File: config.mk
export PLATFORM = sky130hd
export DESIGN_NAME = integer_to_ascii_converter
export DESIGN_NICKNAME = d
export VERILOG_FILES = /design/src/rtl/i2a_pkg.sv /design/src/rtl/integer_to_ascii_converter.sv
export SDC_FILE = /design/constraint.sdc
export NUM_CORES = 1
export LEC_CHECK = 0
export ABC_CLOCK_PERIOD_IN_PS = 1910
export BUFFER_PORTS_ARGS = -buffer_cell sky130_fd_sc_hd__buf_4
export CAP_MARGIN = 10
export CORE_MARGIN = 2
export CORE_UTILIZATION = 35
export DETAILED_ROUTE_END_ITERATION = 10
export GPL_ROUTABILITY_DRIVEN = 0
export PLACE_DENSITY = 0.57
export SETUP_SLACK_MARGIN = 0.05
export SYNTH_ARGS = -nofsm -noshare
export SYNTH_HDL_FRONTEND = slang
export SYNTH_SLANG_ARGS = --single-unit
File: constraint.sdc
create_clock -name clk_i -period 1.91 [get_ports clk_i]
set_input_delay 0.573 -clock clk_i [delete_from_list [all_inputs] [get_ports clk_i]]
set_output_delay 0.573 -clock clk_i [all_outputs]
set_load 0.02 [all_outputs]
File: src/rtl/i2a_pkg.sv
// Types and constants shared by the integer to ASCII converter.
`timescale 1ns / 1ps
`default_nettype none

package i2a_pkg;

  localparam logic [1:0] KIND_HEX_PAD = 2'd0;
  localparam logic [1:0] KIND_HEX_NLZ = 2'd1;
  localparam logic [1:0] KIND_UNS_DEC = 2'd2;
  localparam logic [1:0] KIND_SGN_DEC = 2'd3;

  localparam int unsigned VALUE_W  = 32;
  localparam int unsigned CHAR_W   = 7;
  localparam int unsigned NUM_HEX  = 8;
  localparam int unsigned NUM_DEC  = 10;
  localparam int unsigned DIGITS_W = 4 * NUM_DEC;

  localparam logic [CHAR_W-1:0] ASCII_ZERO  = 7'h30;
  localparam logic [CHAR_W-1:0] ASCII_MINUS = 7'h2D;
  localparam logic [CHAR_W-1:0] ALPHA_GAP   = 7'd7;
  localparam logic [3:0]        MAX_DEC     = 4'h9;
  localparam logic [3:0]        DABBLE_MIN  = 4'd5;
  localparam logic [3:0]        DABBLE_ADD  = 4'd3;

  typedef struct packed {
    logic [1:0]         kind;
    logic [VALUE_W-1:0] value;
  } in_word_t;

  typedef struct packed {
    logic [CHAR_W-1:0] character;
    logic              last;
  } out_word_t;

endpackage

`default_nettype wire

File: src/rtl/integer_to_ascii_converter.sv
// Integer to ASCII converter: hex and decimal text, one character per word.
`timescale 1ns / 1ps
`default_nettype none

// Converts one 32-bit word to ASCII text, most significant character first,
// with last set on the final character. Hex kinds load 8 nibbles; decimal
// kinds run a bit-serial double dabble over the 32 magnitude bits, then emit
// a minus sign for a negative signed value. The nibbles or 10 BCD digits
// shift out one per cycle while the output is not stalled, leading zeros
// skipped one per cycle except in padded hex. A new word is taken once the
// last character has moved into the output register.
module integer_to_ascii_converter
  import i2a_pkg::*;
(
  input  wire           clk_i,
  input  wire           rst_ni,
  input  wire           in_valid_i,
  output logic          in_stall_o,
  input  wire in_word_t in_word_i,
  output logic          out_valid_o,
  input  wire           out_stall_i,
  output out_word_t     out_word_o
);

  typedef enum logic [1:0] {
    ST_IDLE,
    ST_CONV,
    ST_SIGN,
    ST_EMIT
  } state_e;

  state_e                state_q;
  logic [DIGITS_W-1:0]   digits_q, digits_d;
  logic [VALUE_W-1:0]    bin_q;
  logic [4:0]            cnt_q;
  logic [3:0]            rem_q;
  logic                  started_q;
  logic                  neg_q;
  logic                  out_valid_q;
  out_word_t             out_q;

  logic                  in_acc;
  logic                  out_free;
  logic                  skip;
  logic                  out_load;
  logic [3:0]            top;
  logic [CHAR_W-1:0]     top_char;
  logic [VALUE_W-1:0]    mag;
  logic                  bcd_ok;

  assign in_stall_o  = (state_q != ST_IDLE);
  assign in_acc      = in_valid_i && !in_stall_o;
  assign out_free    = !out_valid_q || !out_stall_i;
  assign out_valid_o = out_valid_q;
  assign out_word_o  = out_q;

  assign top      = digits_q[DIGITS_W-1 -: 4];
  assign top_char = ASCII_ZERO + CHAR_W'(top) + ((top > MAX_DEC) ? ALPHA_GAP : '0);
  assign mag      = (in_word_i.kind == KIND_SGN_DEC && in_word_i.value[VALUE_W-1])
                    ? (VALUE_W'(0) - in_word_i.value) : in_word_i.value;
  assign skip     = !started_q && top == 4'h0 && rem_q > 4'd1;
  assign out_load = out_free && ((state_q == ST_SIGN) || (state_q == ST_EMIT && !skip));

  // Add-3 correction on every BCD digit of five or more, then shift in the next binary bit.
  always_comb begin
    logic [DIGITS_W-1:0] adj;
    adj    = digits_q;
    bcd_ok = 1'b1;
    for (int i = 0; i < NUM_DEC; i++) begin
      if (digits_q[4*i +: 4] >= DABBLE_MIN) begin
        adj[4*i +: 4] = digits_q[4*i +: 4] + DABBLE_ADD;
      end
      if (digits_q[4*i +: 4] > MAX_DEC) begin
        bcd_ok = 1'b0;
      end
    end
    digits_d = {adj[DIGITS_W-2:0], bin_q[VALUE_W-1]};
  end

  always_ff @(posedge clk_i or negedge rst_ni) begin
    if (!rst_ni) begin
      state_q     <= ST_IDLE;
      out_valid_q <= 1'b0;
      out_q       <= '0;
      digits_q    <= '0;
      bin_q       <= '0;
      cnt_q       <= '0;
      rem_q       <= '0;
      started_q   <= 1'b0;
      neg_q       <= 1'b0;
    end else begin
      if (out_load) begin
        out_valid_q <= 1'b1;
      end else if (!out_stall_i) begin
        out_valid_q <= 1'b0;
      end
      case (state_q)
        ST_IDLE: begin
          if (in_acc) begin
            if (in_word_i.kind == KIND_HEX_PAD || in_word_i.kind == KIND_HEX_NLZ) begin
              digits_q  <= {in_word_i.value, 8'h00};
              rem_q     <= 4'(NUM_HEX);
              started_q <= (in_word_i.kind == KIND_HEX_PAD);
              neg_q     <= 1'b0;
              state_q   <= ST_EMIT;
            end else begin
              digits_q  <= '0;
              bin_q     <= mag;
              cnt_q     <= '0;
              rem_q     <= 4'(NUM_DEC);
              started_q <= 1'b0;
              neg_q     <= (in_word_i.kind == KIND_SGN_DEC) && in_word_i.value[VALUE_W-1];
              state_q   <= ST_CONV;
            end
          end
        end
        ST_CONV: begin
          digits_q <= digits_d;
          bin_q    <= {bin_q[VALUE_W-2:0], 1'b0};
          cnt_q    <= cnt_q + 5'd1;
          if (cnt_q == 5'(VALUE_W - 1)) begin
            state_q <= neg_q ? ST_SIGN : ST_EMIT;
          end
        end
        ST_SIGN: begin
          if (out_free) begin
            out_q.character <= ASCII_MINUS;
            out_q.last      <= 1'b0;
            state_q         <= ST_EMIT;
          end
        end
        ST_EMIT: begin
          if (skip) begin
            digits_q <= {digits_q[DIGITS_W-5:0], 4'h0};
            rem_q    <= rem_q - 4'd1;
          end else if (out_free) begin
            out_q.character <= top_char;
            out_q.last      <= (rem_q == 4'd1);
            started_q       <= 1'b1;
            digits_q        <= {digits_q[DIGITS_W-5:0], 4'h0};
            rem_q           <= rem_q - 4'd1;
            if (rem_q == 4'd1) begin
              state_q <= ST_IDLE;
            end
          end
        end
        default: state_q <= ST_IDLE;
      endcase
    end
  end

  a_accept_leaves_idle: assert property (@(posedge clk_i) disable iff (!rst_ni)
    in_acc |=> state_q != ST_IDLE)
    else $error("accepted word did not start conversion");

  a_rem_range: assert property (@(posedge clk_i) disable iff (!rst_ni)
    state_q == ST_EMIT |-> rem_q != 4'd0 && rem_q <= 4'(NUM_DEC))
    else $error("digit count out of range");

  a_bcd_valid: assert property (@(posedge clk_i) disable iff (!rst_ni)
    state_q == ST_CONV |-> bcd_ok)
    else $error("BCD digit above nine during double dabble");

  a_last_marked: assert property (@(posedge clk_i) disable iff (!rst_ni)
    (state_q == ST_EMIT && rem_q == 4'd1 && out_free) |=> out_valid_q && out_q.last)
    else $error("final character not marked last");

endmodule

`default_nettype wire
==> results of run 1 <==
where the power goes:
part	internal [mW]	switching (mW)	leakage, nW	total (mW)
logic	3.53	4.06	2.30	7.59
registers	2.76	0.697	1.19	3.46
clock network	1.29	0.845	0.170	2.13
total	7.58	5.60	3.66	13.2
cell usage after synthesis, drive strengths merged (2+ instances only):
master and instances:
dfrtp 94, o21ai 85, nand2 81, a21oi 49
nor2 46, ha 33, clkbuf 32, inv 32
xnor2 26, a222oi 21, nand2b 17, nand3 17
xor2 17, mux2i 15, and3 14, nor3 13
buf 12, a22oi 11, a31oi 8, o31ai 8
o22ai 7, a221o 6, a22o 6, nand4 5
o211ai 5, a21boi 4, a221oi 4, a32o 4
nand3b 4, o21a 4, o22a 4, or4 4
a2bb2oi 3, o221ai 3, o41ai 3, or3 3
a211oi 2, nor2b 2, nor4 2, nor4b 2
repair_timing:
action | CTS | global route
gates resized for setup | 32 | 89
pin swaps | 3 | 21
buffers inserted | 6 | 12
setup endpoints to repair | 63 | 76
sequential cells by signal (all words and copies together), names as in the netlist:
register,flops
cnt_q,5
started_q,1
rem_q,4
digits_q,40
state_q,2
neg_q,1
out_word_o,8
out_valid_o,1
bin_q,32
area by class of cell:
| type | count | share of cell area [%] |
|---|---|---|
| clock buffer | 9 | 2.64 |
| timing repair buffer | 162 | 16.4 |
| clock inverter | 7 | 1.42 |
| inverter | 33 | 1.61 |
| sequential | 94 | 27.6 |
| multi-input combinational | 552 | 47.0 |
| tap | 229 | 3.36 |
layer usage:
metal	vias up	global-route usage [%]	share of wire, %	routed length (microns)
li1	2910	-	-	-
met1	2984	26.6	46	8540
met2	172	32.0	49	9090
met3	11	4.26	4.9	923
met4	0	4.03	0.65	121
met5	-	0	0	0
stage by stage:
stage | setup slack [ns] | cells | total power, mW
floorplan | -0.0569 | 723 | 7.54
global placement | -0.252 | 1052 | 9.79
detailed placement | -0.291 | 1052 | 10.0
CTS | -0.146 | 1074 | 12.5
global route | -0.208 | 1086 | 14.2
finish | -0.141 | 1086 | 13.2
worst min-delay path by stage:
stage                       from         to  slack [ns]  depth (start not counted)
after floorplan           rst_ni   bin_q[0]        0.28                          0
after global placement    rst_ni  bin_q[24]        0.46                          1
after detailed placement  rst_ni  bin_q[24]        0.46                          1
after CTS                 rst_ni  bin_q[17]        0.07                          1
after global routing      rst_ni  bin_q[17]        0.07                          1
final                     rst_ni  bin_q[24]        0.08                          1
logic make-up (layout without fill, tap and decap cells):
kind of cell               count (synthesis)  count (layout)  share of synthesized area [%]
muxes                                     15              15                           2.38
and+or+nand+nor                          213             213                           16.8
DFF                                       94              94                           37.3
AOI/OAI and AO/OA                        247             247                           25.8
xor gates and xnor gates                  43              43                           5.97
adders and majority gates                 34              34                           6.86
buffers and inverters                     77             211                           4.90
==> run metrics, run 1 <==
Setup TNS Final=-2.32 ns; Num Clock Sinks=between 90 and 100; buffers plus inverters on the worst setup path=2; clock tree buffer depth=2; type of the setup path with the least slack=reg2reg; launch instance of the worst register-to-register path=digits_q[36]; Min-Delay Path Class=in2async; cells traversed along the worst timing path=buf_4, buf_6, ha_4, nor2_4, o21a_1, ha_2, fa_2, a22o_1; proportion of netlist area held by the largest area contributor=a little under two fifths; overall fraction of global-route tracks in use=between 10% and 20%; number of cells produced by synthesis=723; Die Ht=138 microns; Non-Filler Cell Area, Final=about 8500 sq um; proportion of layout cells with a drive suffix above 1=~30%; arrival time at the worst endpoint=2.29 ns; net count after synthesis=~800; Yosys top cell by area=sky130_fd_sc_hd__dfrtp_1; data required time at the worst endpoint=between 2 and 2.5 ns; leading post-synthesis cells by cell area=sky130_fd_sc_hd__dfrtp_1, sky130_fd_sc_hd__ha_1, sky130_fd_sc_hd__o21ai_0, sky130_fd_sc_hd__nand2_1, sky130_fd_sc_hd__a21oi_1; clock tree from TritonCTS=done; biggest fanout along the worst timing path=3; most frequently used flop master after synthesis=sky130_fd_sc_hd__dfrtp_1; Top Family by Delay on Critical Path=adder cells; static leakage power=3.66 nW; initial core utilization=between 30 and 40%; number of logic stages on the critical path including buffering=8; Reg2Reg Depth=8; total gr overflow=0; end point of the critical path=out_word_o[2]; Via Count=6,077; Core Region=about 18,000 sq um; setup slack of the worst register-to-register path=-0.14 ns; routed len/inst=between 15 and 20 microns; Seq. cell area=2350 sq um; maximum vdd drop=between 0.0008 and 0.0009 V; Synthesis Warnings=0; clk_lat worst skew=approximately 0.36 ns; largest net degree at the start of global routing=40; maximum clock skew at final layout=0.00512 ns; Max-Cap Viols=0; vias in the first global route=between 6k and 7k; clock-pin slew of the registers on the worst-case setup and hold paths=~0.070 ns; Pwr per Cell Area=1540 nW/um^2; maximum frequency from static timing analysis=roughly 0.49 GHz; Least-Margin Pin Slew=just over 0.4 ns; sequential share of the synthesized area=between 30 and 40%; Port Buffers=47; antenna violations before repair=0; final count of hold timing violations=0; Syn Std Cell Area=~6300 sq um; Fin Hold WS=0.0778 ns; Tmin final=between 2 and 2.5 ns; total number of nets in the final design=between 900 and 1k; P&R area growth vs syn=35.2%; Die W=about 140 microns; slack of the critical path=-0.141 ns; run status=finished with violations; fin util=47.8%; post-synth cell types=65; starting DRC count in detailed routing=556; most frequent cells in the layout=sky130_fd_sc_hd__buf_4, sky130_fd_sc_hd__dfrtp_1, sky130_fd_sc_hd__nand2_1, sky130_fd_sc_hd__o21ai_0, sky130_fd_sc_hd__a21oi_1; clock buffers created by TritonCTS=9; startpoint kind of the worst setup timing path=register; RSZ-0062 raised after global routing=true; maximum level of the CTS H-tree=3; area used by multi-input combinational logic=between 4000 and 5000 sq um; max-slew violation count=0; worst setup path startpoint=digits_q[36]; wire length of the first global-routing pass=30,800 microns; area after detailed placement=between 7000 and 8000 sq um; detailed-route vias per instance=between 5 and 6; post-route clock period utilization=107%; slowest library cell on the worst path=sky130_fd_sc_hd__dfrtp_2; CTS Hold Bufs=0; remaining max-slew budget at the tightest pin=72.5%; Worst path max stage delay=0.43 ns; Post-synth EDFFs=0; synthesized area per cell=between 8 and 9 sq um; Post-synth ARST share=100%; final routed wirelength across all metal layers=18,700 microns; total iterations of the first detailed-routing run=6; nature of the critical path endpoint=register; overall die area=between 15,000 and 20,000 sq um; Rows=49; remaining antenna violation count=0; I/O pin total=48; FILL cells=around 1.7k; post-detail-place hpwl=between 10,000 and 15,000 microns; Worst R2R End=out_word_o[2]; flip-flop and latch count after synthesis=94; DRC violations left=0; most frequent standard cell in the layout excluding fill and tap cells=sky130_fd_sc_hd__buf_4; clock root buffer master=sky130_fd_sc_hd__clkbuf_16; failing checks=setup timing; antenna cell count=0; number of setup violations in the final report=40
Note: power is estimated with default switching activity, not from simulation.
==> inputs of run 2 (changes only) <==
--- a/config.mk
+++ b/config.mk
@@ -13,7 +13,8 @@
 export DETAILED_ROUTE_END_ITERATION = 10
 export GPL_ROUTABILITY_DRIVEN = 0
 export PLACE_DENSITY = 0.57
-export SETUP_SLACK_MARGIN = 0.05
+export SETUP_SLACK_MARGIN = 0.1
 export SYNTH_ARGS = -nofsm -noshare
 export SYNTH_HDL_FRONTEND = slang
 export SYNTH_SLANG_ARGS = --single-unit
+export TNS_END_PERCENT = 10
==> constraint.sdc (replaced) <==
create_clock -name clk_i -period 1.91 [get_ports clk_i]
set_input_delay 0.573 -clock clk_i [delete_from_list [all_inputs] [get_ports clk_i]]
set_output_delay 0.573 -clock clk_i [all_outputs]
set_load 0.005 [all_outputs]
==> run metrics, run 2 (synthesis results as in run 1) <==
remaining max-slew budget at the tightest pin=between 60 and 70%; slack of the critical path=-0.160 ns; post-layout power=about 13 mW; Pwr per Cell Area=approximately 1600 nW/um^2; Num Clock Sinks=94; Rows=slightly below 50; final count of hold timing violations=0; I/O pin total=48; largest net degree at the start of global routing=53; Min-Delay Path Class=in2async; max-slew violation count=0; Cell Count Post-Placement=about 1.0k; clock root buffer master=sky130_fd_sc_hd__clkbuf_16; overall die area=between 15,000 and 20,000 sq um; Setup WS pre-CTS=-0.326 ns; post-route clock period utilization=108%; clock-pin slew of the registers on the worst-case setup and hold paths=0.06 ns; routed len/inst=about 19 microns; remaining antenna violation count=0; number of non-filler instances in the completed layout=around 1.1k; post-detail-place hpwl=around 14,000 microns; clock buffers created by TritonCTS=9; initial core utilization=a little over a third; clock tree buffer depth=2; Max-Cap Viols=0; Core Region=approximately 18,000 sq um; Fin Hold WS=around 0.18 ns; startpoint kind of the worst setup timing path=register; total iterations of the first detailed-routing run=8; Least-Margin Pin Slew=~0.49 ns; maximum vdd drop=0.000758 V; starting DRC count in detailed routing=a little over 600; clk_lat worst skew=about 0.35 ns; wire length of the first global-routing pass=a little over 30,000 microns; most frequent standard cell in the layout excluding fill and tap cells=sky130_fd_sc_hd__buf_4; failing checks=setup timing; detailed-route vias per instance=slightly below 6; data required time at the worst endpoint=1.34 ns; Via Count=approximately 6.2k; fin util=a little under half; biggest fanout along the worst timing path=7; CTS Hold Bufs=0; Top reg by flops=digits_q; Setup TNS Final=-2.40 ns; RSZ-0062 raised after global routing=true; Die Ht=138 microns; arrival time at the worst endpoint=roughly 1.5 ns; overall fraction of global-route tracks in use=between 10% and 20%; most frequent cells in the layout=sky130_fd_sc_hd__buf_4, sky130_fd_sc_hd__dfrtp_1, sky130_fd_sc_hd__nand2_1, sky130_fd_sc_hd__a21oi_1, sky130_fd_sc_hd__nor2_1; vias in the first global route=about 5.9k; maximum clock skew at final layout=about 0.0071 ns; Tmin final=2.07 ns; static leakage power=about 3.6 nW; number of setup violations in the final report=40; FILL cells=1,688; Non-Filler Cell Area, Final=around 8500 sq um; Port Buffers=47; total gr overflow=0; proportion of layout cells with a drive suffix above 1=30.5%; clock tree from TritonCTS=done; run status=finished with violations; antenna violations before repair=0; Die W=around 140 microns; maximum frequency from static timing analysis=about 0.48 GHz; area after detailed placement=7670 sq um; DRC violations left=0; type of the setup path with the least slack=reg2out; antenna cell count=0; final routed wirelength across all metal layers=19,900 microns; maximum level of the CTS H-tree=3; nature of the critical path endpoint=output port; P&R area growth vs syn=34.5%; Largest register FFs=40; total number of nets in the final design=roughly 910
==> run 2: what timing repair did <==
action                     in CTS  in global routing
setup buffers                   5                  4
setup endpoints to repair      75                 79
resized for setup              37                 98
gates cloned                    0                  3
pin swaps                      12                 42
==> run 2: report_power, final <==
group          total [mW]  internal [mW]  switching (mW)
Combinational        7.85           3.65            4.19
Clock                1.96           1.17           0.797
Sequential           3.49           2.76           0.726
==> run 2: final cells by class <==
type	count	area [sq um]	area share (%)
repair buffers	145	1380	16.3
clock buffers	10	239	2.81
flip-flops and latches	94	2350	27.7
multi-input cells	552	4030	47.5
well taps	229	287	3.37
clock inverters	4	72.6	0.855
inverters	33	129	1.52
==> run 2: path summary, 6_finish.rpt <==
check,startpoint,endpoint,slack (ns),cells after the start
hold reg to reg,cnt_q[4],cnt_q[4],0.48,2
min in group clk_i,cnt_q[4],cnt_q[4],0.48,2
hold / removal,rst_ni,digits_q[33],0.18,1
max in group asynchronous,rst_ni,digits_q[31],1.14,2
setup reg to reg,digits_q[37],digits_q[39],-0.13,7
setup / recovery,state_q[1],in_stall_o,-0.16,6
==> run 2: per-layer routing <==
| metal | up-vias | routed length (microns) | share of wire (%) | GRT usage, % |
|---|---|---|---|---|
| met5 | - | 0 | 0 | 0 |
| met4 | 0 | 335 | 1.7 | 4.40 |
| met3 | 25 | 1350 | 6.8 | 4.02 |
| met2 | 261 | 9490 | 48 | 32.4 |
| met1 | 3002 | 8730 | 44 | 27.7 |
| li1 | 2889 | - | - | - |
==> run 2: critical path: stages (launching register included) <==
cell                         delay (ns)
sky130_fd_sc_hd__dfrtp_1           0.39
sky130_fd_sc_hd__inv_2             0.09
sky130_fd_sc_hd__ha_4              0.14
sky130_fd_sc_hd__buf_6             0.12
sky130_fd_sc_hd__clkinvlp_4        0.13
sky130_fd_sc_hd__buf_4             0.15
sky130_fd_sc_hd__buf_4             0.12
